<file path="config.mk">
export PLATFORM = sky130hd
export DESIGN_NAME = deadline_timer_queue_core
export DESIGN_NICKNAME = d
export VERILOG_FILES = /design/src/rtl/dtq_pkg.sv /design/src/rtl/dtq_ram.sv /design/src/rtl/deadline_timer_queue_core.sv
export SDC_FILE = /design/constraint.sdc
export NUM_CORES = 1
export LEC_CHECK = 0
export ABC_AREA = 1
export BUFFER_PORTS_ARGS = -buffer_cell sky130_fd_sc_hd__clkbuf_2
export CORE_AREA = 10 10 289 291
export DETAILED_ROUTE_END_ITERATION = 12
export DIE_AREA = 0 0 299 301
export PLACE_DENSITY_LB_ADDON = 0.2
export SETUP_SLACK_MARGIN = 0.15
export SLEW_MARGIN = 20
export SYNTH_ARGS = -nofsm -noshare
export SYNTH_HDL_FRONTEND = slang
export SYNTH_SLANG_ARGS = --single-unit
</file>
<file path="constraint.sdc">
create_clock -name aclk -period 6.8 [get_ports aclk]
set_input_delay 0 -clock aclk [delete_from_list [all_inputs] [get_ports aclk]]
set_output_delay 0 -clock aclk [all_outputs]
set_load 0.02 [all_outputs]
</file>
<file path="src/rtl/dtq_pkg.sv">
// ----------------------------------------------------------------------------
// dtq_pkg
// Shared types, constants and pointer helpers for the deadline timer queue.
// ----------------------------------------------------------------------------
package dtq_pkg;

    // Queue geometry
    localparam int QUEUE_DEPTH = 16;
    localparam int MAX_OUT     = 16;
    localparam int IDX_W       = $clog2(QUEUE_DEPTH);
    localparam int CNT_W       = $clog2(QUEUE_DEPTH + 1);
    localparam int SUM_W       = CNT_W + 1;
    localparam int RES_W       = $clog2(MAX_OUT + 1);

    // Field widths
    localparam int TIME_W   = 32;
    localparam int HANDLE_W = 16;
    localparam int S_DATA_W = 48;  // wakeup time, handle
    localparam int S_USER_W = 2;   // opcode, stop marker
    localparam int M_DATA_W = 16;  // handle
    localparam int M_USER_W = 2;   // status

    // Opcodes
    localparam logic OP_ADD  = 1'b0;
    localparam logic OP_TICK = 1'b1;

    // Result status codes
    typedef enum logic [1:0] {
        STATUS_DUE  = 2'd0,
        STATUS_STOP = 2'd1,
        STATUS_FULL = 2'd2
    } status_t;

    // One queue entry as stored in memory
    typedef struct packed {
        logic [TIME_W-1:0]   wake_time;
        logic [HANDLE_W-1:0] handle;
        logic                stop;
    } entry_t;

    localparam int ENTRY_W = $bits(entry_t);

    // Controller states
    typedef enum logic [2:0] {
        ST_IDLE,
        ST_INS_RD,
        ST_INS_CMP,
        ST_TICK_RD,
        ST_TICK_CHK,
        ST_FLUSH
    } state_t;

    // Circular pointer step forward
    function automatic logic [IDX_W-1:0] ptr_inc(input logic [IDX_W-1:0] p);
        logic [IDX_W-1:0] r;
        if (p == IDX_W'(QUEUE_DEPTH - 1)) begin
            r = '0;
        end else begin
            r = p + 1'b1;
        end
        return r;
    endfunction

    // Circular pointer step backward
    function automatic logic [IDX_W-1:0] ptr_dec(input logic [IDX_W-1:0] p);
        logic [IDX_W-1:0] r;
        if (p == '0) begin
            r = IDX_W'(QUEUE_DEPTH - 1);
        end else begin
            r = p - 1'b1;
        end
        return r;
    endfunction

endpackage

</file>
<file path="src/rtl/dtq_ram.sv">
// ----------------------------------------------------------------------------
// dtq_ram
// Generic simple dual-port RAM: one write port, one read port, registered read.
// ----------------------------------------------------------------------------
module dtq_ram #(
    parameter int DATA_W = 8,
    parameter int DEPTH  = 16
) (
    input  logic                     aclk,
    input  logic                     we,
    input  logic [$clog2(DEPTH)-1:0] waddr,
    input  logic [DATA_W-1:0]        wdata,
    input  logic                     re,
    input  logic [$clog2(DEPTH)-1:0] raddr,
    output logic [DATA_W-1:0]        rdata
);

    logic [DATA_W-1:0] mem [DEPTH];
    logic [DATA_W-1:0] rdata_reg;

    // Write port
    always_ff @(posedge aclk) begin
        if (we) begin
            mem[waddr] <= wdata;
        end
    end

    // Read port, data held while no read is issued
    always_ff @(posedge aclk) begin
        if (re) begin
            rdata_reg <= mem[raddr];
        end
    end

    assign rdata = rdata_reg;

endmodule

</file>
<file path="src/rtl/deadline_timer_queue_core.sv">
// ----------------------------------------------------------------------------
// deadline_timer_queue_core
// Timer queue kept in wakeup order in a circular buffer held in one RAM.
// ----------------------------------------------------------------------------
// The block handles one input transaction at a time. Entries live in a single
// RAM as a circular buffer sorted by wakeup time, head at the earliest entry.
// An add is accepted, then every stored entry with a later wakeup moves up one
// slot through the single RAM read port (read, then compare and write back).
// The new entry then goes into the bottom slot when every stored entry was
// later, or behind an earlier entry once that one is read and compared. A full
// queue rejects an add with a full status. A tick reads and checks the head
// once per released entry, until an entry not yet due, a stop marker, an empty
// queue or the result budget ends the walk; the last result, if any, is flushed.
// Results leave through an output register, and each result is held back in a
// pending register so the last one of a tick can carry tlast. After a stop
// marker is released, every input transaction is taken and dropped until reset.
// ----------------------------------------------------------------------------
module deadline_timer_queue_core (
    input  logic                          aclk,
    input  logic                          aresetn,
    // Input channel
    input  logic                          s_tvalid,
    output logic                          s_tready,
    input  logic [dtq_pkg::S_DATA_W-1:0]  s_tdata,   // [31:0] time_value, [47:32] op_handle
    input  logic [dtq_pkg::S_USER_W-1:0]  s_tuser,   // [0] opcode, [1] stop_marker
    // Result channel
    output logic                          m_tvalid,
    input  logic                          m_tready,
    output logic [dtq_pkg::M_DATA_W-1:0]  m_tdata,   // [15:0] out_handle
    output logic [dtq_pkg::M_USER_W-1:0]  m_tuser,   // [1:0] status
    output logic                          m_tlast
);

    // Control state
    dtq_pkg::state_t                state_reg,   state_next;
    logic [dtq_pkg::IDX_W-1:0]      head_reg,    head_next;
    logic [dtq_pkg::CNT_W-1:0]      count_reg,   count_next;
    logic                           halted_reg,  halted_next;
    logic [dtq_pkg::IDX_W-1:0]      pos_reg,     pos_next;
    logic [dtq_pkg::CNT_W-1:0]      rem_reg,     rem_next;
    logic [dtq_pkg::RES_W-1:0]      res_cnt_reg, res_cnt_next;
    logic                           pend_valid_reg, pend_valid_next;
    logic                           m_tvalid_reg;

    // Payload
    dtq_pkg::entry_t                item_reg,    item_next;
    logic [dtq_pkg::HANDLE_W-1:0]   pend_handle_reg, pend_handle_next;
    dtq_pkg::status_t               pend_status_reg, pend_status_next;
    logic [dtq_pkg::HANDLE_W-1:0]   m_handle_reg;
    dtq_pkg::status_t               m_status_reg;
    logic                           m_last_reg;

    // RAM port signals
    logic                           ram_we;
    logic [dtq_pkg::IDX_W-1:0]      ram_waddr;
    dtq_pkg::entry_t                ram_wdata;
    logic                           ram_re;
    logic [dtq_pkg::IDX_W-1:0]      ram_raddr;
    dtq_pkg::entry_t                ram_rdata;

    // Output load request
    logic                           out_load;
    logic [dtq_pkg::HANDLE_W-1:0]   out_handle;
    dtq_pkg::status_t               out_status;
    logic                           out_last;
    logic                           out_free;

    // Decoded input fields
    logic                           in_opcode;
    logic                           in_stop;
    logic [dtq_pkg::TIME_W-1:0]     in_time;
    logic [dtq_pkg::HANDLE_W-1:0]   in_handle;

    // Tail slot of the circular buffer
    logic [dtq_pkg::SUM_W-1:0]      tail_sum;
    logic [dtq_pkg::IDX_W-1:0]      tail_idx;

    logic                           s_accept;
    logic                           head_due;

    assign in_opcode = s_tuser[0];
    assign in_stop   = s_tuser[1];
    assign in_time   = s_tdata[31:0];
    assign in_handle = s_tdata[47:32];

    assign s_tready = (state_reg == dtq_pkg::ST_IDLE);
    assign s_accept = s_tvalid && s_tready;
    assign out_free = !m_tvalid_reg || m_tready;

    // Wrap head plus count back into the buffer
    always_comb begin
        tail_sum = dtq_pkg::SUM_W'(head_reg) + dtq_pkg::SUM_W'(count_reg);
        if (tail_sum >= dtq_pkg::SUM_W'(dtq_pkg::QUEUE_DEPTH)) begin
            tail_sum = tail_sum - dtq_pkg::SUM_W'(dtq_pkg::QUEUE_DEPTH);
        end
        tail_idx = tail_sum[dtq_pkg::IDX_W-1:0];
    end

    // A stop marker at the head is taken whether due or not
    assign head_due = ram_rdata.stop || (ram_rdata.wake_time <= item_reg.wake_time);

    dtq_ram #(
        .DATA_W (dtq_pkg::ENTRY_W),
        .DEPTH  (dtq_pkg::QUEUE_DEPTH)
    ) u_entry_ram (
        .aclk  (aclk),
        .we    (ram_we),
        .waddr (ram_waddr),
        .wdata (ram_wdata),
        .re    (ram_re),
        .raddr (ram_raddr),
        .rdata (ram_rdata)
    );

    // Next state and datapath control
    always_comb begin
        state_next       = state_reg;
        head_next        = head_reg;
        count_next       = count_reg;
        halted_next      = halted_reg;
        pos_next         = pos_reg;
        rem_next         = rem_reg;
        res_cnt_next     = res_cnt_reg;
        pend_valid_next  = pend_valid_reg;
        pend_handle_next = pend_handle_reg;
        pend_status_next = pend_status_reg;
        item_next        = item_reg;

        ram_we    = 1'b0;
        ram_waddr = pos_reg;
        ram_wdata = item_reg;
        ram_re    = 1'b0;
        ram_raddr = head_reg;

        out_load   = 1'b0;
        out_handle = pend_handle_reg;
        out_status = pend_status_reg;
        out_last   = 1'b0;

        case (state_reg)
            dtq_pkg::ST_IDLE: begin
                // Take a transaction; drop it once halted
                if (s_accept && !halted_reg) begin
                    if (in_opcode == dtq_pkg::OP_ADD) begin
                        if (count_reg == dtq_pkg::CNT_W'(dtq_pkg::QUEUE_DEPTH)) begin
                            pend_valid_next  = 1'b1;
                            pend_handle_next = in_handle;
                            pend_status_next = dtq_pkg::STATUS_FULL;
                            state_next       = dtq_pkg::ST_FLUSH;
                        end else begin
                            item_next.wake_time = in_time;
                            item_next.handle    = in_stop ? '0 : in_handle;
                            item_next.stop      = in_stop;
                            pos_next            = tail_idx;
                            rem_next            = count_reg;
                            state_next          = dtq_pkg::ST_INS_RD;
                        end
                    end else begin
                        item_next.wake_time = in_time;
                        res_cnt_next        = '0;
                        state_next          = dtq_pkg::ST_TICK_RD;
                    end
                end
            end

            dtq_pkg::ST_INS_RD: begin
                // Place the entry at the bottom, or fetch the one below the gap
                if (rem_reg == '0) begin
                    ram_we     = 1'b1;
                    count_next = count_reg + 1'b1;
                    state_next = dtq_pkg::ST_IDLE;
                end else begin
                    ram_re     = 1'b1;
                    ram_raddr  = dtq_pkg::ptr_dec(pos_reg);
                    state_next = dtq_pkg::ST_INS_CMP;
                end
            end

            dtq_pkg::ST_INS_CMP: begin
                // Move a later entry up one slot, or drop the new one in the gap
                ram_we = 1'b1;
                if (ram_rdata.wake_time > item_reg.wake_time) begin
                    ram_wdata  = ram_rdata;
                    pos_next   = dtq_pkg::ptr_dec(pos_reg);
                    rem_next   = rem_reg - 1'b1;
                    state_next = dtq_pkg::ST_INS_RD;
                end else begin
                    count_next = count_reg + 1'b1;
                    state_next = dtq_pkg::ST_IDLE;
                end
            end

            dtq_pkg::ST_TICK_RD: begin
                // Fetch the head while entries and result budget remain
                if (count_reg != '0 && res_cnt_reg < dtq_pkg::RES_W'(dtq_pkg::MAX_OUT)) begin
                    ram_re     = 1'b1;
                    state_next = dtq_pkg::ST_TICK_CHK;
                end else begin
                    state_next = dtq_pkg::ST_FLUSH;
                end
            end

            dtq_pkg::ST_TICK_CHK: begin
                // Release the head; push the held result out ahead of it
                if (!head_due) begin
                    state_next = dtq_pkg::ST_FLUSH;
                end else if (!pend_valid_reg || out_free) begin
                    out_load         = pend_valid_reg;
                    pend_valid_next  = 1'b1;
                    pend_handle_next = ram_rdata.stop ? '0 : ram_rdata.handle;
                    pend_status_next = ram_rdata.stop ? dtq_pkg::STATUS_STOP
                                                      : dtq_pkg::STATUS_DUE;
                    head_next        = dtq_pkg::ptr_inc(head_reg);
                    count_next       = count_reg - 1'b1;
                    res_cnt_next     = res_cnt_reg + 1'b1;
                    if (ram_rdata.stop) begin
                        halted_next = 1'b1;
                        state_next  = dtq_pkg::ST_FLUSH;
                    end else begin
                        state_next  = dtq_pkg::ST_TICK_RD;
                    end
                end
            end

            dtq_pkg::ST_FLUSH: begin
                // Send the held result as the last one of this transaction
                if (!pend_valid_reg) begin
                    state_next = dtq_pkg::ST_IDLE;
                end else if (out_free) begin
                    out_load        = 1'b1;
                    out_last        = 1'b1;
                    pend_valid_next = 1'b0;
                    state_next      = dtq_pkg::ST_IDLE;
                end
            end

            default: begin
                state_next = dtq_pkg::ST_IDLE;
            end
        endcase
    end

    // Control registers
    always_ff @(posedge aclk) begin
        if (!aresetn) begin
            state_reg      <= dtq_pkg::ST_IDLE;
            head_reg       <= '0;
            count_reg      <= '0;
            halted_reg     <= 1'b0;
            pos_reg        <= '0;
            rem_reg        <= '0;
            res_cnt_reg    <= '0;
            pend_valid_reg <= 1'b0;
            m_tvalid_reg   <= 1'b0;
        end else begin
            state_reg      <= state_next;
            head_reg       <= head_next;
            count_reg      <= count_next;
            halted_reg     <= halted_next;
            pos_reg        <= pos_next;
            rem_reg        <= rem_next;
            res_cnt_reg    <= res_cnt_next;
            pend_valid_reg <= pend_valid_next;
            if (out_load) begin
                m_tvalid_reg <= 1'b1;
            end else if (m_tready) begin
                m_tvalid_reg <= 1'b0;
            end
        end
    end

    // Payload registers
    always_ff @(posedge aclk) begin
        item_reg        <= item_next;
        pend_handle_reg <= pend_handle_next;
        pend_status_reg <= pend_status_next;
        if (out_load) begin
            m_handle_reg <= out_handle;
            m_status_reg <= out_status;
            m_last_reg   <= out_last;
        end
    end

    assign m_tvalid = m_tvalid_reg;
    assign m_tdata  = m_handle_reg;
    assign m_tuser  = m_status_reg;
    assign m_tlast  = m_last_reg;

`ifndef SYNTHESIS
    // Fill level never passes the buffer size
    a_count_bound: assert property (@(posedge aclk) disable iff (!aresetn)
        count_reg <= dtq_pkg::CNT_W'(dtq_pkg::QUEUE_DEPTH))
        else $error("entry count above queue depth");

    // Once halted, the block stays halted
    a_halt_sticky: assert property (@(posedge aclk) disable iff (!aresetn)
        halted_reg |=> halted_reg)
        else $error("halted flag cleared without reset");

    // RAM writes happen only while inserting
    a_write_in_insert: assert property (@(posedge aclk) disable iff (!aresetn)
        ram_we |-> (state_reg == dtq_pkg::ST_INS_RD || state_reg == dtq_pkg::ST_INS_CMP))
        else $error("entry RAM written outside insertion");

    // A new transaction is never taken while a result is still held back
    a_accept_clean: assert property (@(posedge aclk) disable iff (!aresetn)
        s_tready |-> !pend_valid_reg)
        else $error("input taken with a held result");

    // A stop result always closes its transaction
    a_stop_last: assert property (@(posedge aclk) disable iff (!aresetn)
        (m_tvalid && m_tuser == dtq_pkg::STATUS_STOP) |-> m_tlast)
        else $error("stop result without tlast");
`endif

endmodule

</file>
After elaboration in Yosys (flattened, before gate mapping)
Memory sizes are Yosys's and may differ from the RTL's. A register that Yosys moved wholly into a read port is not among the register bits.
Index checks and enable logic that the tools add are counted.
- $add $sub $neg: 8
- multipliers: 0
- div/mod/pow operators: 0
- $lt $le $gt $ge: 4
- equal/unequal tests: 20
- shifts and indexed selects: 0
- mux-type cells: 78
- bitwise logic cells: 2
- reductions and logical operators: 28
- operator list (kind ; number):
    49-bit two-way mux ; 3
    16-bit two-way mux ; 7
    5-bit two-way mux ; 12
    4-bit two-way mux ; 9
    32-bit > comparator ; 1
    32-bit <= comparator ; 1
    32-bit two-way mux ; 1
    16-bit case mux with 2 select lines ; 1
    3-bit two-way mux ; 8
    1-bit two-way mux ; 21
    5-bit case mux with 2 select lines ; 2
    3-bit case mux with 6 select lines ; 1
    2-bit inequality test, second input constant ; 8
    5-bit case mux with 3 select lines ; 1
    5-bit AND reduction ; 3
    2-bit two-way mux ; 6
    6-bit AND reduction ; 2
    5-bit by 1-bit adder with 5-bit output, second input constant ; 2
    5-bit by 1-bit subtractor with 5-bit output, second input constant ; 2
    3-bit AND reduction ; 3
    4-bit case mux with 2 select lines ; 1
    4-bit AND reduction ; 2
    4-bit by 1-bit subtractor with 4-bit output, second input constant ; 2
    4-bit by 5-bit adder with 6-bit output ; 1
    23 further kinds ; 40
- bits in registers: 115
- bits in latches: 0
- bits in writable memories: 784
- ROM bits: 0
- input port bits: 54
- output and inout bits: 21
- logic and storage cells: 158
- memories kept: 1
- memories (memory ; depth ; width ; rd ports ; clocked after memory_dff ; write ports ; RTL line ; source):
    u_entry_ram.mem ; 16 ; 49 ; 1 ; 1 ; 1 ; dtq_ram.sv:18 ; logic [DATA_W-1:0] mem [DEPTH];

Logic depth before layout (Yosys ltp)
- word-level depth: 7
- gate-level depth with buffers: 19

Modules after synthesis
Synthesis repeated with hierarchy kept, for this count alone.
- cells, all modules: 4020
- area, all modules: 41738.8 um^2
- by module, submodules not included (module ; times used ; cells an instance ; area each (um^2) ; seq. area each (um^2)):
    dtq_ram ; 1 ; 3231 ; 35197.5 ; 25014.0
    deadline_timer_queue_core ; 1 ; 789 ; 6541.3 ; 3163.0

Worst setup path after synthesis
OpenSTA, ideal clock, no wires.
- path kind: flip-flop to flip-flop
- from: reg count_reg[1] in the netlist's numbering
- to: reg u_entry_ram.rdata_reg[0] (netlist: u_entry_ram.rdata[0]), read port of u_entry_ram.mem (enable)
- arrival: 4.341 ns
- required time: 6.271 ns
- path slack: 1.931 ns
- cell stages (with the launch flop): 5
- path buffers: 0
- clock period less this slack: 4.869 ns
- path through: dfxtp_1 -> inv_1 -> nand4_1 -> o21ai_0 -> o31ai_1
- longest elaborated chain between the ends: 4
- ends and longest elaborated chain (element ; RTL line ; source):
    from (decl) ; deadline_timer_queue_core.sv:37 ; logic [dtq_pkg::CNT_W-1:0] count_reg, count_next;
    from (signal assigned) ; deadline_timer_queue_core.sv:258 ; count_reg <= count_next;
    5-bit nonzero test ; deadline_timer_queue_core.sv:195 ; if (count_reg != '0 && res_cnt_reg < dtq_pkg::RES_W'(dtq_pkg::MAX_OUT)) begin
    1-bit logical AND ; deadline_timer_queue_core.sv:195 ;
    1-bit two-way mux ; deadline_timer_queue_core.sv:195 ;
    1-bit case mux with 2 select lines ; deadline_timer_queue_core.sv:140 ; case (state_reg)
    via ram_re ; deadline_timer_queue_core.sv:57 ; logic ram_re;
    to (decl) ; dtq_ram.sv:19 ; logic [DATA_W-1:0] rdata_reg;
The timed path passes the listed nets, and every way through them passes these cells.
A chain may end at the register's enable or synchronous reset.

==> summary.md <==
| Metric | Value |
|---|---|
| PwrDens | 401 nW/um2 |
| Clock-pin slew on the worst setup and hold paths | 0.06 ns |
| Crit-path cells | ha_1, nand2_1, nor2_1, nand2_1, nor4_1, nand2_1, nand3_2, buf_4, inv_2, buf_12, o21ai_1 |
| Period utilization | 61.0% |
| Net count reported at finish | 3221 |
| Die Span Y | 301 um |
| Vias in the first global route | 24400 |
| # IOs | 75 |
| Layout cells sized above 1 | 10.2% |
| Antenna-violating nets left | 0 |
| Setup bufs post-CTS | 0 |
| Worst IR Drop VDD | 0.242 mV |
| Crit-path most repeated cell | nand2_1 |
| Routed vias | 25000 |
| Setup TNS | 0 ns |
| DRT Wirelength | 99700 um |
| CP Class | reg -> reg |
| Worst Path Buf+Inv | 3 |
| H-Tree Depth | 3 |
| Row count | 102 |
| Placeable Area | 77300 um2 |
| Gpl congestion | 0.791 |
| Final setup viols | 0 |
| Slew headroom | 22.5% |
| Syn avg cell area | 12.8 um2 |
| Total CTS buffers | 95 |
| Hold path depth | 4 |
| Filler Cell Count | 6219 |
| Most frequent cells in the layout | 919 x edfxtp_1, 539 x nor2_1, 341 x o21ai_0 |
| Antenna violations before repair | 0 |
| FFs w/ async S/R, synth | 0% |
| Post-route setup slack | 2.65 ns |
| Leak | 0.0148 uW |
| CP required | 7.09 ns |
| Slowest stage delay, CP | 0.83 ns |
| Cell count after synthesis | 3000 |
| Initial cell density of the core | 49.7% |
| Worst Hold Class | in -> reg |
| Vias per cell | 5.91 |
| Drt pass-1 iters | 7 |
| Fin. Hold Viols | 0 |
| Hpwl dp | 49800 um |
| N_diodes | 0 |
| Area Overhead vs Synth | 14.1% |
| Port buffer count | 74 |
| Syn nets | 3103 |
| Placement Setup Slack | 2.45 ns |
| Arrival time worst endpoint | 4.44 ns |
| Critical path's slowest cell | o21ai_1 |
| Critical Path Fanout Max | 56 |
| DRT iter0 DRCs | 3031 |
| Fmax | 0.241 GHz |
| R2R cell count | 11 |
| DR DRC count | 0 |
| Total gr overflow | 0 |
| Fin util | 56.7% |
| Clk sinks | 948 |
| Hold slack final | 0.119 ns |
| Max-slew violation count | 0 |
| Tightest Pin Transition | 1.16 ns |
| Global-route wire length before repair | 151000 um |
| Crit start category | register |
| Max reg flops | 784 |
| GR Util All Layers | 21.8% |
| Register bit total from synthesis | 948 |
| CTS tree | yes |
| Worst path top cell family by delay | simple AND/OR/NAND/NOR gates |
| Yosys cell types | 44 |
| Largest net degree at the start of global routing | 189 |
| Top_reg_cell synth | edfxtp_1 |
| Drt wl/cell | 23.6 um |
| Clk_lat worst skew | 0.65 ns |
| Sequential area share after synthesis | 73.3% |
| Crit. End Element | register |
| Post-CTS resize count | 0 |
| Root buffer cell | clkbuf_16 |
| Clk_skew | 0.0286 ns |
| Die W | 299 um |
| Synth Warn # | 0 |
| Post-synth EDFFs | 919 |
| Die area | 90000 um2 |
| RSZ-0062 raised after global routing | false |
| WP depth | 11 |
| Mapped cell area | 38500 um2 |
| Commonest non-fill, non-tap cell in the layout | edfxtp_1 |
| Period minus WS final | 4.15 ns |
| Clock Path Buffers | 3 |
| Max-Cap Viols | 0 |
| Run status | finished clean |
## power by group
group	switching, uW	internal (uW)	leakage (uW)
Combinational	3450	1290	0.00474
Sequential	183	7410	0.00855
Clock	2150	3120	0.00153
Total	5780	11800	0.0148
## metrics by stage
step           area, um2  power [uW]  instances
5_1_grt            43900       18500       4230
4_1_cts            43800       17600       4228
3_5_place_dp       40000       12300       3991
6_report           43900       17600       4230
3_3_place_gp       39900       12200       3988
2_1_floorplan      38500       10900       3000
## Yosys cell counts (all sizes together), types with 2 or more instances
cell    instances  share of area (%)
a21o            2              0.039
a21oi          38               0.49
buf           119                1.6
clkbuf         66               0.65
clkinv          3              0.029
dfxtp          29                1.5
edfxtp        919                 72
fa              2               0.10
ha             47                1.5
inv           138                1.4
nand2         231                2.3
nand3          79                1.0
nand4          19               0.31
nor2          560                5.5
nor3            7               0.12
o211ai         96                1.9
o21a            2              0.039
o21ai         473                6.3
o221ai        100                2.3
o22ai          49               0.80
o31ai           2              0.039
or2             2              0.033
xnor2           3              0.068
xor2            8               0.18
## cell families (layout without fill, tap and decap cells)
kind of cell / after synthesis / count (layout) / synth area share, %
flops: 948 / 948 / 73.3
simple gates: 899 / 899 / 9.30
compound gates: 766 / 766 / 11.9
buf+inv: 326 / 516 / 3.62
fa+ha+maj: 49 / 49 / 1.63
xor+xnor: 11 / 11 / 0.251
mux: 1 / 1 / 0.0260
## worst min-delay path: cells and delay by family
| kind | cells | cell delay [ns] |
|---|---|---|
| buf+inv | 2 | 0.30 |
| simple gates | 2 | 0.26 |
## cell type report
type                    instances  area, um2  area share (%)
clock buffers                 115       2510            5.73
inverters                     141        543            1.24
clock inverters                54        624            1.42
well taps                    1040       1300            2.97
flip-flops and latches        948      28200            64.2
multi-input cells            1726       9070            20.7
repair buffers                206       1630            3.72
## metal layers
metal  share of wire (%)  GRT usage [%]
met1                  42           30.4
met2                  47           34.8
met4                 2.2           6.43
met3                 8.6           3.66
met5                   0              0
## what timing repair did
item / CTS / global route
endpoints found under the hold margin: 107 / 0
hold buffers: 68 / 0
endpoints found under the setup margin: 0 / 0
## final timing paths
kind,start,end,slack (ns)
worst max-delay path,u_entry_ram.rdata[48],u_entry_ram.mem[9][27],2.65
worst min-delay path,s_tvalid,item_reg[6],0.12
worst max register to register,u_entry_ram.rdata[48],u_entry_ram.mem[9][27],2.65
worst min register to register,out_handle[2],m_tdata[2],0.42
Power figures use the tool's default switching activity.
